<file path="config.mk">
export PLATFORM = sky130hd
export DESIGN_NAME = hilbert_fir_envelope
export DESIGN_NICKNAME = d
export VERILOG_FILES = /design/src/rtl/core/hfe_pkg.sv /design/src/rtl/core/hilbert_fir_envelope.sv
export VERILOG_INCLUDE_DIRS = /design/src /design/src/rtl/core
export SDC_FILE = /design/constraint.sdc
export NUM_CORES = 2
export LEC_CHECK = 0
export CELL_PAD_IN_SITES_DETAIL_PLACEMENT = 0
export CELL_PAD_IN_SITES_GLOBAL_PLACEMENT = 2
export CORE_ASPECT_RATIO = 0.6
export CORE_MARGIN = 5
export CORE_UTILIZATION = 24
export CTS_CLUSTER_DIAMETER = 60
export CTS_CLUSTER_SIZE = 40
export DETAILED_ROUTE_END_ITERATION = 12
export DONT_BUFFER_PORTS = 1
export PLACE_DENSITY_LB_ADDON = 0.1
export SLEW_MARGIN = 20
export SYNTH_ARGS = -nofsm -noshare
export SYNTH_HDL_FRONTEND = slang
export SYNTH_SLANG_ARGS = --single-unit
</file>
<file path="constraint.sdc">
create_clock -name aclk -period 11.5 [get_ports aclk]
set_input_delay 2.3 -clock aclk [delete_from_list [all_inputs] [get_ports aclk]]
set_output_delay 2.3 -clock aclk [all_outputs]
set_load 0.1 [all_outputs]
</file>
<file path="src/rtl/core/assert_macros.svh">
// Assertion macros included by hilbert_fir_envelope, the RTL of the envelope detector.
// Standalone header; the macros expand to nothing when SYNTHESIS is defined.
`ifndef ASSERT_MACROS_SVH
`define ASSERT_MACROS_SVH
`ifndef SYNTHESIS
`define HFE_ASSERT(label, clk, rstn, prop) \
    label: assert property (@(posedge clk) disable iff (!rstn) (prop)) \
        else $error("hfe assertion failed");
`define HFE_NEVER(label, clk, rstn, expr) \
    label: assert property (@(posedge clk) disable iff (!rstn) !(expr)) \
        else $error("hfe forbidden condition seen");
`else
`define HFE_ASSERT(label, clk, rstn, prop)
`define HFE_NEVER(label, clk, rstn, expr)
`endif
`endif

</file>
<file path="src/rtl/core/hfe_pkg.sv">
// Types and constants of the Hilbert FIR envelope detector.
// No dependencies; imported by hilbert_fir_envelope.
`default_nettype none

package hfe_pkg;

    localparam int MAX_TAPS_DEF = 64;

    localparam int SAMPLE_W = 16;
    localparam int COEF_W   = 16;
    localparam int CIDX_W   = 6;
    localparam int HALF_W   = 5;
    localparam int CNT_W    = 6;
    localparam int ENV_W    = 15;

    localparam int S_TDATA_W = 40;
    localparam int M_TDATA_W = 16;

    localparam int CIDX_LSB   = 0;
    localparam int CVAL_LSB   = CIDX_LSB + CIDX_W;
    localparam int SAMPLE_LSB = CVAL_LSB + COEF_W;

    localparam int ACC_W  = 40;
    localparam int HV_W   = 22;
    localparam int HV_LSB = 15;
    localparam int MUL_W  = HV_W;
    localparam int PROD_W = 2 * MUL_W;
    localparam int ROOT_W = 30;
    localparam int RES_W  = ROOT_W;
    localparam int BIT_W  = ROOT_W - 1;

    localparam logic [HALF_W-1:0] HALF_RST  = 5'd15;
    localparam logic [CNT_W-1:0]  WARM_MAX  = 6'd63;
    localparam logic [ENV_W-1:0]  ENV_MAX   = 15'h7fff;
    localparam logic [ACC_W-1:0]  ROUND_ADD = 40'h0000004000;

    localparam logic ACT_COEF   = 1'b0;
    localparam logic ACT_SAMPLE = 1'b1;

endpackage

`default_nettype wire

</file>
<file path="src/rtl/core/hilbert_fir_envelope.sv">
// Hilbert FIR envelope detector: a shared multiply-accumulate, square and
// integer square root under one sequencer. Depends on hfe_pkg and assert_macros.svh.
//
// Usage: the slave channel carries one request per item. s_tuser selects the
// kind: a coefficient load writes coef_value to tap coef_index,
// a sample enters the circular delay line. s_tlast marks the last sample of a
// scanline. Each sample with at least H earlier samples in the line gives one
// envelope value for the sample H positions back; the line-end sample then
// flushes the remaining values, oldest first, with m_tlast on the final one.
// Every result passes through the 2H+1 taps of the one multiplier, the pipeline
// drain, the squaring steps, fifteen square root iterations and the output
// register; a sample that gives no result leaves the sequencer in its idle
// state. s_tready is high only while the sequencer is idle.
// half_length is written on the cfg channel, which is always ready; write it
// only while the block is idle. Reset clears the control state, sets
// half_length to 15 and marks the delay line empty; coefficients must be loaded.
// A stalled receiver holds the result in the output register and the
// sequencer waits before placing the next one there.
`default_nettype none
`include "assert_macros.svh"

module hilbert_fir_envelope
    import hfe_pkg::*;
#(
    parameter int MAX_TAPS = MAX_TAPS_DEF
) (
    input  wire logic                 aclk,
    input  wire logic                 aresetn,
    input  wire logic                 s_tvalid,
    output logic                      s_tready,
    // coef_index [5:0], coef_value [21:6], sample_value [37:22], zero fill [39:38]
    input  wire logic [S_TDATA_W-1:0] s_tdata,
    // action
    input  wire logic                 s_tuser,
    input  wire logic                 s_tlast,
    output logic                      m_tvalid,
    input  wire logic                 m_tready,
    // envelope [14:0], zero fill [15]
    output logic [M_TDATA_W-1:0]      m_tdata,
    output logic                      m_tlast,
    input  wire logic                 cfg_valid,
    output logic                      cfg_ready,
    input  wire logic [HALF_W-1:0]    cfg_data
);

    localparam int AW = $clog2(MAX_TAPS);
    localparam int CW = ((AW > 7) ? AW : 7) + 1;
    localparam int HALF_LIM = (MAX_TAPS - 1) / 2;
    localparam logic [HALF_W-1:0] HALF_CAP = (HALF_LIM > 31) ? 5'd31 : HALF_W'(HALF_LIM);

    typedef enum logic [2:0] {
        ST_IDLE,
        ST_MAC,
        ST_SQ,
        ST_ROOT,
        ST_OUT
    } state_t;

    state_t state_reg, state_next;
    logic                 m_valid_reg, m_valid_next;
    logic [CNT_W-1:0]     count_reg, count_next;
    logic [AW-1:0]        wp_reg, wp_next;
    logic [HALF_W-1:0]    half_reg, half_next;
    logic                 p1_live_reg, p1_live_next;
    logic                 p2_live_reg, p2_live_next;
    logic                 issued_reg, issued_next;

    logic [HALF_W-1:0]    k_reg, k_next;
    logic [HALF_W-1:0]    h_reg, h_next;
    logic                 end_reg, end_next;
    logic [CNT_W-1:0]     j_reg, j_next;
    logic                 p1_inwin_reg, p1_inwin_next;
    logic                 p1_center_reg, p1_center_next;
    logic signed [ACC_W-1:0]  acc_reg, acc_next;
    logic signed [PROD_W-1:0] prod_reg, prod_next;
    logic [SAMPLE_W-1:0]  x_reg, x_next;
    logic [1:0]           sq_step_reg, sq_step_next;
    logic [PROD_W-1:0]    sumsq_reg, sumsq_next;
    logic [ROOT_W-1:0]    rem_reg, rem_next;
    logic [RES_W-1:0]     res_reg, res_next;
    logic [BIT_W-1:0]     bit_reg, bit_next;
    logic                 sat_reg, sat_next;
    logic [ENV_W-1:0]     m_data_reg, m_data_next;
    logic                 m_last_reg, m_last_next;

    logic [COEF_W-1:0]    coef_mem [MAX_TAPS];
    logic [SAMPLE_W-1:0]  dly_mem  [MAX_TAPS];
    logic [COEF_W-1:0]    coef_q;
    logic [SAMPLE_W-1:0]  dly_q;

    logic                 in_take;
    logic                 coef_we;
    logic                 dly_we;
    logic [CW-1:0]        ci_ext;
    logic [AW-1:0]        wp_inc;
    logic [HALF_W-1:0]    h_eff;
    logic                 issuing;
    logic [7:0]           idx;
    logic [CW-1:0]        dly_diff;
    logic [AW-1:0]        dly_raddr;
    logic [CW-1:0]        j_ext;
    logic [AW-1:0]        coef_raddr;
    logic signed [MUL_W-1:0] mul_a, mul_b;
    logic signed [PROD_W-1:0] mul_p;
    logic [ACC_W-1:0]     acc_rnd;
    logic signed [HV_W-1:0] hv;
    logic [PROD_W-1:0]    total;
    logic [ROOT_W:0]      trial;
    logic                 out_free;

    assign s_tready  = (state_reg == ST_IDLE);
    assign cfg_ready = 1'b1;
    assign m_tvalid  = m_valid_reg;
    assign m_tdata   = {1'b0, m_data_reg};
    assign m_tlast   = m_last_reg;

    assign in_take  = s_tvalid && s_tready;
    assign ci_ext   = CW'(s_tdata[CIDX_LSB +: CIDX_W]);
    assign coef_we  = in_take && (s_tuser == ACT_COEF) && (ci_ext < CW'(MAX_TAPS));
    assign dly_we   = in_take && (s_tuser == ACT_SAMPLE);
    assign wp_inc   = (wp_reg == AW'(MAX_TAPS - 1)) ? '0 : wp_reg + 1'b1;
    assign h_eff    = (half_reg > HALF_CAP) ? HALF_CAP : half_reg;

    assign issuing    = (state_reg == ST_MAC) && !issued_reg;
    assign idx        = 8'(k_reg) + 8'(h_reg) - 8'(j_reg);
    assign dly_diff   = (CW'(wp_reg) - CW'(idx[6:0]));
    assign dly_raddr  = dly_diff[CW-1] ? AW'(dly_diff + CW'(MAX_TAPS)) : dly_diff[AW-1:0];
    assign j_ext      = CW'(j_reg);
    assign coef_raddr = j_ext[AW-1:0];

    assign acc_rnd  = acc_reg + ROUND_ADD;
    assign hv       = acc_rnd[HV_LSB +: HV_W];
    assign total    = sumsq_reg + $unsigned(prod_reg);
    assign trial    = {1'b0, res_reg} + (ROOT_W + 1)'(bit_reg);
    assign out_free = !m_valid_reg || m_tready;

    always_comb begin
        mul_a = {{(MUL_W - COEF_W){coef_q[COEF_W-1]}}, coef_q};
        mul_b = p1_inwin_reg ? {{(MUL_W - SAMPLE_W){dly_q[SAMPLE_W-1]}}, dly_q} : '0;
        if (state_reg == ST_SQ) begin
            if (sq_step_reg == 2'd0) begin
                mul_a = {{(MUL_W - SAMPLE_W){x_reg[SAMPLE_W-1]}}, x_reg};
                mul_b = mul_a;
            end else begin
                mul_a = hv;
                mul_b = hv;
            end
        end
    end

    assign mul_p = mul_a * mul_b;

    always_ff @(posedge aclk) begin
        if (coef_we) begin
            coef_mem[ci_ext[AW-1:0]] <= s_tdata[CVAL_LSB +: COEF_W];
        end
        coef_q <= coef_mem[coef_raddr];
    end

    always_ff @(posedge aclk) begin
        if (dly_we) begin
            dly_mem[wp_inc] <= s_tdata[SAMPLE_LSB +: SAMPLE_W];
        end
        dly_q <= dly_mem[dly_raddr];
    end

    always_comb begin
        state_next     = state_reg;
        m_valid_next   = m_valid_reg && !m_tready;
        count_next     = count_reg;
        wp_next        = wp_reg;
        half_next      = cfg_valid ? cfg_data : half_reg;
        p1_live_next   = issuing;
        p2_live_next   = p1_live_reg;
        issued_next    = issued_reg;
        k_next         = k_reg;
        h_next         = h_reg;
        end_next       = end_reg;
        j_next         = j_reg;
        p1_inwin_next  = !idx[7] && (idx[6:0] < 7'(count_reg));
        p1_center_next = (j_reg == 6'(h_reg));
        acc_next       = acc_reg;
        prod_next      = mul_p;
        x_next         = x_reg;
        sq_step_next   = sq_step_reg;
        sumsq_next     = sumsq_reg;
        rem_next       = rem_reg;
        res_next       = res_reg;
        bit_next       = bit_reg;
        sat_next       = sat_reg;
        m_data_next    = m_data_reg;
        m_last_next    = m_last_reg;

        case (state_reg)
            ST_IDLE: begin
                if (dly_we) begin
                    wp_next     = wp_inc;
                    count_next  = (count_reg == WARM_MAX) ? WARM_MAX : count_reg + 1'b1;
                    h_next      = h_eff;
                    end_next    = s_tlast;
                    j_next      = '0;
                    issued_next = 1'b0;
                    acc_next    = '0;
                    if (count_reg >= 6'(h_eff)) begin
                        k_next     = h_eff;
                        state_next = ST_MAC;
                    end else if (s_tlast) begin
                        k_next     = count_reg[HALF_W-1:0];
                        state_next = ST_MAC;
                    end
                end
            end
            ST_MAC: begin
                if (issuing) begin
                    j_next = j_reg + 1'b1;
                    if (j_reg == {h_reg, 1'b0}) begin
                        issued_next = 1'b1;
                    end
                end
                if (p1_live_reg && p1_center_reg) begin
                    x_next = p1_inwin_reg ? dly_q : '0;
                end
                if (p2_live_reg) begin
                    acc_next = acc_reg + ACC_W'(prod_reg);
                end
                if (issued_reg && !p1_live_reg && !p2_live_reg) begin
                    sq_step_next = 2'd0;
                    state_next   = ST_SQ;
                end
            end
            ST_SQ: begin
                sq_step_next = sq_step_reg + 1'b1;
                if (sq_step_reg == 2'd1) begin
                    sumsq_next = $unsigned(prod_reg);
                end else if (sq_step_reg == 2'd2) begin
                    rem_next   = total[ROOT_W-1:0];
                    sat_next   = |total[PROD_W-1:ROOT_W];
                    res_next   = '0;
                    bit_next   = {1'b1, {(BIT_W - 1){1'b0}}};
                    state_next = ST_ROOT;
                end
            end
            ST_ROOT: begin
                if ({1'b0, rem_reg} >= trial) begin
                    rem_next = rem_reg - trial[ROOT_W-1:0];
                    res_next = (res_reg >> 1) + RES_W'(bit_reg);
                end else begin
                    res_next = res_reg >> 1;
                end
                bit_next = bit_reg >> 2;
                if (bit_reg[0]) begin
                    state_next = ST_OUT;
                end
            end
            ST_OUT: begin
                if (out_free) begin
                    m_valid_next = 1'b1;
                    m_data_next  = sat_reg ? ENV_MAX : res_reg[ENV_W-1:0];
                    m_last_next  = end_reg && (k_reg == '0);
                    if (end_reg && (k_reg != '0)) begin
                        k_next      = k_reg - 1'b1;
                        j_next      = '0;
                        issued_next = 1'b0;
                        acc_next    = '0;
                        state_next  = ST_MAC;
                    end else begin
                        if (end_reg) begin
                            count_next = '0;
                        end
                        state_next = ST_IDLE;
                    end
                end
            end
            default: begin
                state_next = ST_IDLE;
            end
        endcase
    end

    always_ff @(posedge aclk) begin
        if (!aresetn) begin
            state_reg   <= ST_IDLE;
            m_valid_reg <= 1'b0;
            count_reg   <= '0;
            wp_reg      <= '0;
            half_reg    <= HALF_RST;
            p1_live_reg <= 1'b0;
            p2_live_reg <= 1'b0;
            issued_reg  <= 1'b0;
        end else begin
            state_reg   <= state_next;
            m_valid_reg <= m_valid_next;
            count_reg   <= count_next;
            wp_reg      <= wp_next;
            half_reg    <= half_next;
            p1_live_reg <= p1_live_next;
            p2_live_reg <= p2_live_next;
            issued_reg  <= issued_next;
        end
    end

    always_ff @(posedge aclk) begin
        k_reg         <= k_next;
        h_reg         <= h_next;
        end_reg       <= end_next;
        j_reg         <= j_next;
        p1_inwin_reg  <= p1_inwin_next;
        p1_center_reg <= p1_center_next;
        acc_reg       <= acc_next;
        prod_reg      <= prod_next;
        x_reg         <= x_next;
        sq_step_reg   <= sq_step_next;
        sumsq_reg     <= sumsq_next;
        rem_reg       <= rem_next;
        res_reg       <= res_next;
        bit_reg       <= bit_next;
        sat_reg       <= sat_next;
        m_data_reg    <= m_data_next;
        m_last_reg    <= m_last_next;
    end

    `HFE_NEVER(a_mac_pipe_idle, aclk, aresetn, (state_reg != ST_MAC) && (p1_live_reg || p2_live_reg))
    `HFE_ASSERT(a_tap_in_range, aclk, aresetn, issuing |-> (j_reg <= {h_reg, 1'b0}))
    `HFE_ASSERT(a_root_bit_onehot, aclk, aresetn, (state_reg == ST_ROOT) |-> $onehot(bit_reg))
    `HFE_ASSERT(a_result_from_out, aclk, aresetn, $rose(m_valid_reg) |-> $past(state_reg == ST_OUT))

endmodule

`default_nettype wire
</file>
Word level (Yosys, flattened, before mapping):

Memories as Yosys holds them, arrays and structs flattened. A register that Yosys moved wholly into a read port is not among the register bits.
Index checks and enable logic that the tools add are counted.

* add/subtract/negate cells: 15
* multiply operators: 1
* div/mod/pow operators: 0
* order comparisons: 5
* eq/ne operators: 24
* shift-type cells: 0
* muxes and demuxes: 64
* bitwise operators: 2
* reduce and logical (&&, ||, !) cells: 42

Operators with widths (count)
* 30-bit two-way mux: 6
* 40-bit two-way mux: 4
* 30-bit case mux with 2 select lines: 2
* 40-bit case mux with 3 select lines: 1
* 22-bit two-way mux: 4
* 6-bit two-way mux: 11
* 29-bit two-way mux: 2
* 29-bit case mux with 2 select lines: 1
* 44-bit adder: 1
* 22-bit by 22-bit multiplier with 44-bit output: 1
* 40-bit adder: 1
* 37-bit by 15-bit adder with 37-bit output (second input constant): 1
* 30-bit by 29-bit adder with 31-bit output: 1
* 30-bit by 31-bit >= comparator with 1-bit output: 1
* 29-bit by 29-bit adder with 30-bit output: 1
* 5-bit two-way mux: 6
* 30-bit subtractor: 1
* 6-bit by 1-bit adder with 6-bit output (second input constant): 4
* 3-bit two-way mux: 8
* 5-bit AND reduction: 4
* 2-bit != test (second input constant): 9
* 6-bit case mux with 3 select lines: 1
* 3-bit case mux with 5 select lines: 1
* 14-bit OR reduction: 1
* other kinds (40): 80

* flip-flop bits (word level): 295
* bits in latches: 0
* memory bits (writable): 2048
* bits in read-only memories: 0
* input bits: 52
* output and inout port bits: 20
* logic and storage cells: 180
* memories: 2

Memories
* coef_mem: depth 64, bits a word 16, rd ports 1, clocked after memory_dff 1, write ports 1, RTL line hilbert_fir_envelope.sv:86 `logic [COEF_W-1:0] coef_mem [MAX_TAPS];`
* dly_mem: depth 64, bits a word 16, rd ports 1, clocked after memory_dff 1, write ports 1, RTL line hilbert_fir_envelope.sv:87 `logic [SAMPLE_W-1:0] dly_mem [MAX_TAPS];`

Longest topological paths before layout:

* depth after elaboration: 6
* depth in mapped cells: 37
* gate-level depth less buffers: 35

Least setup slack after synthesis:

No wires, ideal clock.

* kind: reg2reg
* from: register state_reg[2]
* to: register prod_reg[39]
* setup time: 0.072 ns
* data arrival time: 8.158 ns
* data required time: 11.428 ns
* slack: 3.270 ns
* cell stages (with the launch flop): 34
* path buffers: 5
* period minus slack after synthesis: 8.230 ns
* cells stage by stage: dfxtp_1 > clkbuf_1 > nor2_1 > nand2_1 > clkbuf_1 > buf_1 > clkbuf_1 > nand2_1 > nand2_1 > clkbuf_1 > nand2_1 > fa_1 > inv_1 > fa_1 > inv_1 > fa_1 > inv_1 > fa_1 > fa_1 > inv_1 > fa_1 > fa_1 > inv_1 > ha_1 > o21a_1 > o2111a_1 > a221o_1 > nand4bb_1 > o211ai_2 > nor3_1 > a2111oi_4 > o21ai_1 > a21oi_1 > xnor2_1

* cells in the longest elaborated chain, start to end: 3
* elaborated cells on any way between the ends: 4
* classes of those cells: 1 x mul; 1 x eq/ne; 2 x mux

RTL lines
* from (decl): RTL line hilbert_fir_envelope.sv:59 `state_t state_reg, state_next;`
* from (signal assigned): RTL line hilbert_fir_envelope.sv:291 `state_reg <= state_next;`
* 3-bit by 2-bit == test with 1-bit output *: RTL line hilbert_fir_envelope.sv:140 `if (state_reg == ST_SQ) begin`
* 22-bit two-way mux: RTL line hilbert_fir_envelope.sv:140
* 22-bit by 22-bit multiplier with 44-bit output *: RTL line hilbert_fir_envelope.sv:151 `assign mul_p = mul_a * mul_b;`
* net mul_p[39]: RTL line hilbert_fir_envelope.sv:104 `logic signed [PROD_W-1:0] mul_p;`
* to (signal assigned): RTL line hilbert_fir_envelope.sv:310 `prod_reg <= prod_next;`
* to (decl): RTL line hilbert_fir_envelope.sv:75 `logic signed [PROD_W-1:0] prod_reg, prod_next;`

Mark *: on every way through the listed nets, which the timed path passes. The rest lies on a longest branch.
A chain may end at the register's enable or synchronous reset.

Final worst setup path:

* from: register acc_reg[14]
* to: register prod_reg[42]

* cells in the longest elaborated chain, start to end: 4
* elaborated cells on any way between the ends: 5
* classes of those cells: 1 x add/sub; 1 x mul; 3 x mux

RTL lines
* from (decl): RTL line hilbert_fir_envelope.sv:74 `logic signed [ACC_W-1:0] acc_reg, acc_next;`
* from (signal assigned): RTL line hilbert_fir_envelope.sv:309 `acc_reg <= acc_next;`
* 37-bit by 15-bit adder with 37-bit output *: RTL line hilbert_fir_envelope.sv:131 `assign acc_rnd = acc_reg + ROUND_ADD;`
* 22-bit two-way mux *: RTL line hilbert_fir_envelope.sv:141 `if (sq_step_reg == 2'd0) begin`
* 22-bit two-way mux: RTL line hilbert_fir_envelope.sv:140
* 22-bit by 22-bit multiplier with 44-bit output *: RTL line hilbert_fir_envelope.sv:151
* net mul_p[42]: RTL line hilbert_fir_envelope.sv:104

Marks and branches as above.

==> results.ini <==
[detailed_routing]
viasPerCell=4.58
ant_nets=0
routed_wl_mm=391
post_drt_wl_per_cell_um=28.5
via_count=62900
first_iter_violations=5658
drc=0
firstDrtPassIters=5

[place]
place_area_um2=124000
gp_congestion=0.762
port-buffer-count=0
dp_hpwl_mm=267
placed_cells=13400

[cells_and_area]
layout.nets=8058
final_cell_mix=2256 x edfxtp_1, 656 x mux4_2, 584 x inv_1, 532 x nand2_1, 509 x fa_1
nFillCells=48300
fin_area_um2=131000
post_route_cells_drive_above_1_share=0.192
syn_to_final_growth_pct=14.0
postLayoutCoreUtil=0.274
final_common_cell=edfxtp_1
instances_no_fill=13700

[clock_network]
clockRootBuffer=clkbuf_16
cts_tree=yes
cts.reportedPaths.clkPinSlew_ns=0.10
ctsHoldBuffers=0
cts.sinks=2358
cts_buffers=190
htreeDepth=4
clockBufferDepth=4
cts-resized-gates=0
clock_latency_ns=0.95
cts_setup_buffers=0

[die]
initial_core_util=0.241
row_count=197
die-area_um2=495000
die_h_um=547
die_w_um=905
design.core.area_um2=479000
io_pins=72

[timing]
fin_crit_ns=10.87
drv_slew=0
period_share=0.945
fin_skew_ns=0.103
rsz0062_at_grt=no
tns_ns=0
max_freq_mhz=92.0
tightest_slew_ns=1.17
relSlewSlack=0.211
finalHoldViolCount=0
setup_viol=0

[power_and_ir_drop]
pwr_density_cell_nw_per_um2=265
peakVddDrop_mv=0.352
p_leak_nw=45.1

[global_route]
top_usage_layer=met1
grt_use_met2=0.198
grt_overflow=0
antenna_found_initial=55
grt.total_usage=0.155
grt_max_degree=113
grt_pass1_vias=64000
grtUsageMet1=0.269
grt_pass1_wl_mm=540
met3_usage=0.0239

[hold_path]
min_path_type=reg -> reg

[synth]
postSynthAreaPerCell_um2=16.2
synth_fp_nets=7978
synth_edf_count=2256
ys_warn_count=0
synthArstFlopShare=0
synthDistinctLibCells=87
synth_top_flop_cell=edfxtp_1
synthCells=7110
synth-seq-area-share=0.606
synthesis.area_um2=115000
ys_ff_latch=2358

[setup_path]
crit_top_cell=fa_1
max_stage_delay_ns=0.98
crit_slowest_cell=nor3_1
crit_buf_inv=3
end_kind=flip-flop
r2r_slack_ns=0.63
crit_fanout=12
critPathTopFamily=adder cells
crit_path_start_kind=flip-flop
worstSetupPathType=reg -> reg
crit_arrival_ns=11.74
cp.required_ns=12.36

[run]
maxCapViolations=0

[outcome]
status=finished, final reports clean

-- synthesized netlist by cell type (25+ instances only) --
cell type,n,area share
dfxtp_1,102,0.018
a21o_1,104,0.0068
nand2_1,537,0.017
nand2b_1,28,0.0015
and2_1,77,0.0042
a21oi_1,248,0.011
edfxtp_1,2256,0.59
o21a_1,29,0.0019
and3_1,26,0.0014
ha_1,306,0.033
xor2_1,104,0.0079
fa_1,510,0.089
mux4_2,656,0.13
nor3_1,42,0.0018
mux2i_1,26,0.0023
xnor2_1,115,0.0087
clkbuf_1,228,0.0074
a211oi_1,39,0.0025
inv_1,586,0.019
buf_1,57,0.0019
or2_2,25,0.0014
nor2b_1,41,0.0022
o21ai_0,146,0.0063
a31oi_1,37,0.0020
nand3_1,56,0.0024
nor2_1,436,0.014
nand4_1,28,0.0015
-- worst register-to-register path: cells and delay by family, from the launching register on --
| family | cells | cell delay [ns] |
|---|---|---|
| flops | 1 | 0.49 |
| xor+xnor | 2 | 0.37 |
| simple gates | 7 | 2.01 |
| buf+inv | 3 | 0.17 |
| compound gates | 10 | 3.57 |
| fa+ha+maj | 9 | 4.22 |
-- power breakdown --
part	total, mW	leakage (nW)	switching [mW]	internal, mW
clock	7.38	3.34	3.78	3.60
combinational	17.5	20.5	10.8	6.73
sequential	10.0	21.3	0.237	9.76
total	34.9	45.1	14.8	20.1
-- cells by family (layout without fill, tap and decap cells) --
family,after synthesis,in the layout,synth area share
DFF,2358,2358,0.606
and+or+nand+nor,1353,1353,0.0519
buffers and inverters,896,1135,0.0296
adders and majority gates,816,816,0.122
AOI/OAI and AO/OA,782,782,0.0438
muxes,683,683,0.131
xor gates and xnor gates,220,220,0.0168
other,2,18,0.0000652
-- final cells by class --
class | count | area (µm²) | share of cell area
diodes | 16 | 40.0 | 0.000305
clock buffers | 206 | 4910 | 0.0374
clock inverters | 145 | 2010 | 0.0153
inverters | 589 | 2220 | 0.0169
multi-input cells | 3856 | 42900 | 0.326
flip-flops and latches | 2358 | 69800 | 0.531
well taps | 6368 | 7970 | 0.0606
repair buffers | 195 | 1590 | 0.0121
-- per-stage QoR --
stage	total power, mW	hold slack, ns	setup WS [ns]
CTS	35.5	0.497	0.828
global route	37.4	0.503	0.0905
floorplan	21.3	0.415	3.27
finish	34.9	0.493	0.628
detailed placement	28.0	0.479	0.802
global placement	28.0	0.466	0.855
-- per-layer routing --
layer | vias to the layer above | part of all wire
li1 | 26900 | -
met1 | 34400 | 0.56
met2 | 1347 | 0.38
met3 | 307 | 0.048
met4 | 2 | 0.013
met5 | - | 0.000033
-- final timing paths --
check,from,end,cells past startpoint
max,acc_reg[14]$_SDFFCE_PN0P_,prod_reg[42]$_DFF_P_,31
min reg2reg,p1_live_reg$_SDFF_PN0_,p2_live_reg$_SDFF_PN0_,1
max reg2reg,acc_reg[14]$_SDFFCE_PN0P_,prod_reg[42]$_DFF_P_,31
min,p1_live_reg$_SDFF_PN0_,p2_live_reg$_SDFF_PN0_,1
Power figures use the tool's default switching activity.
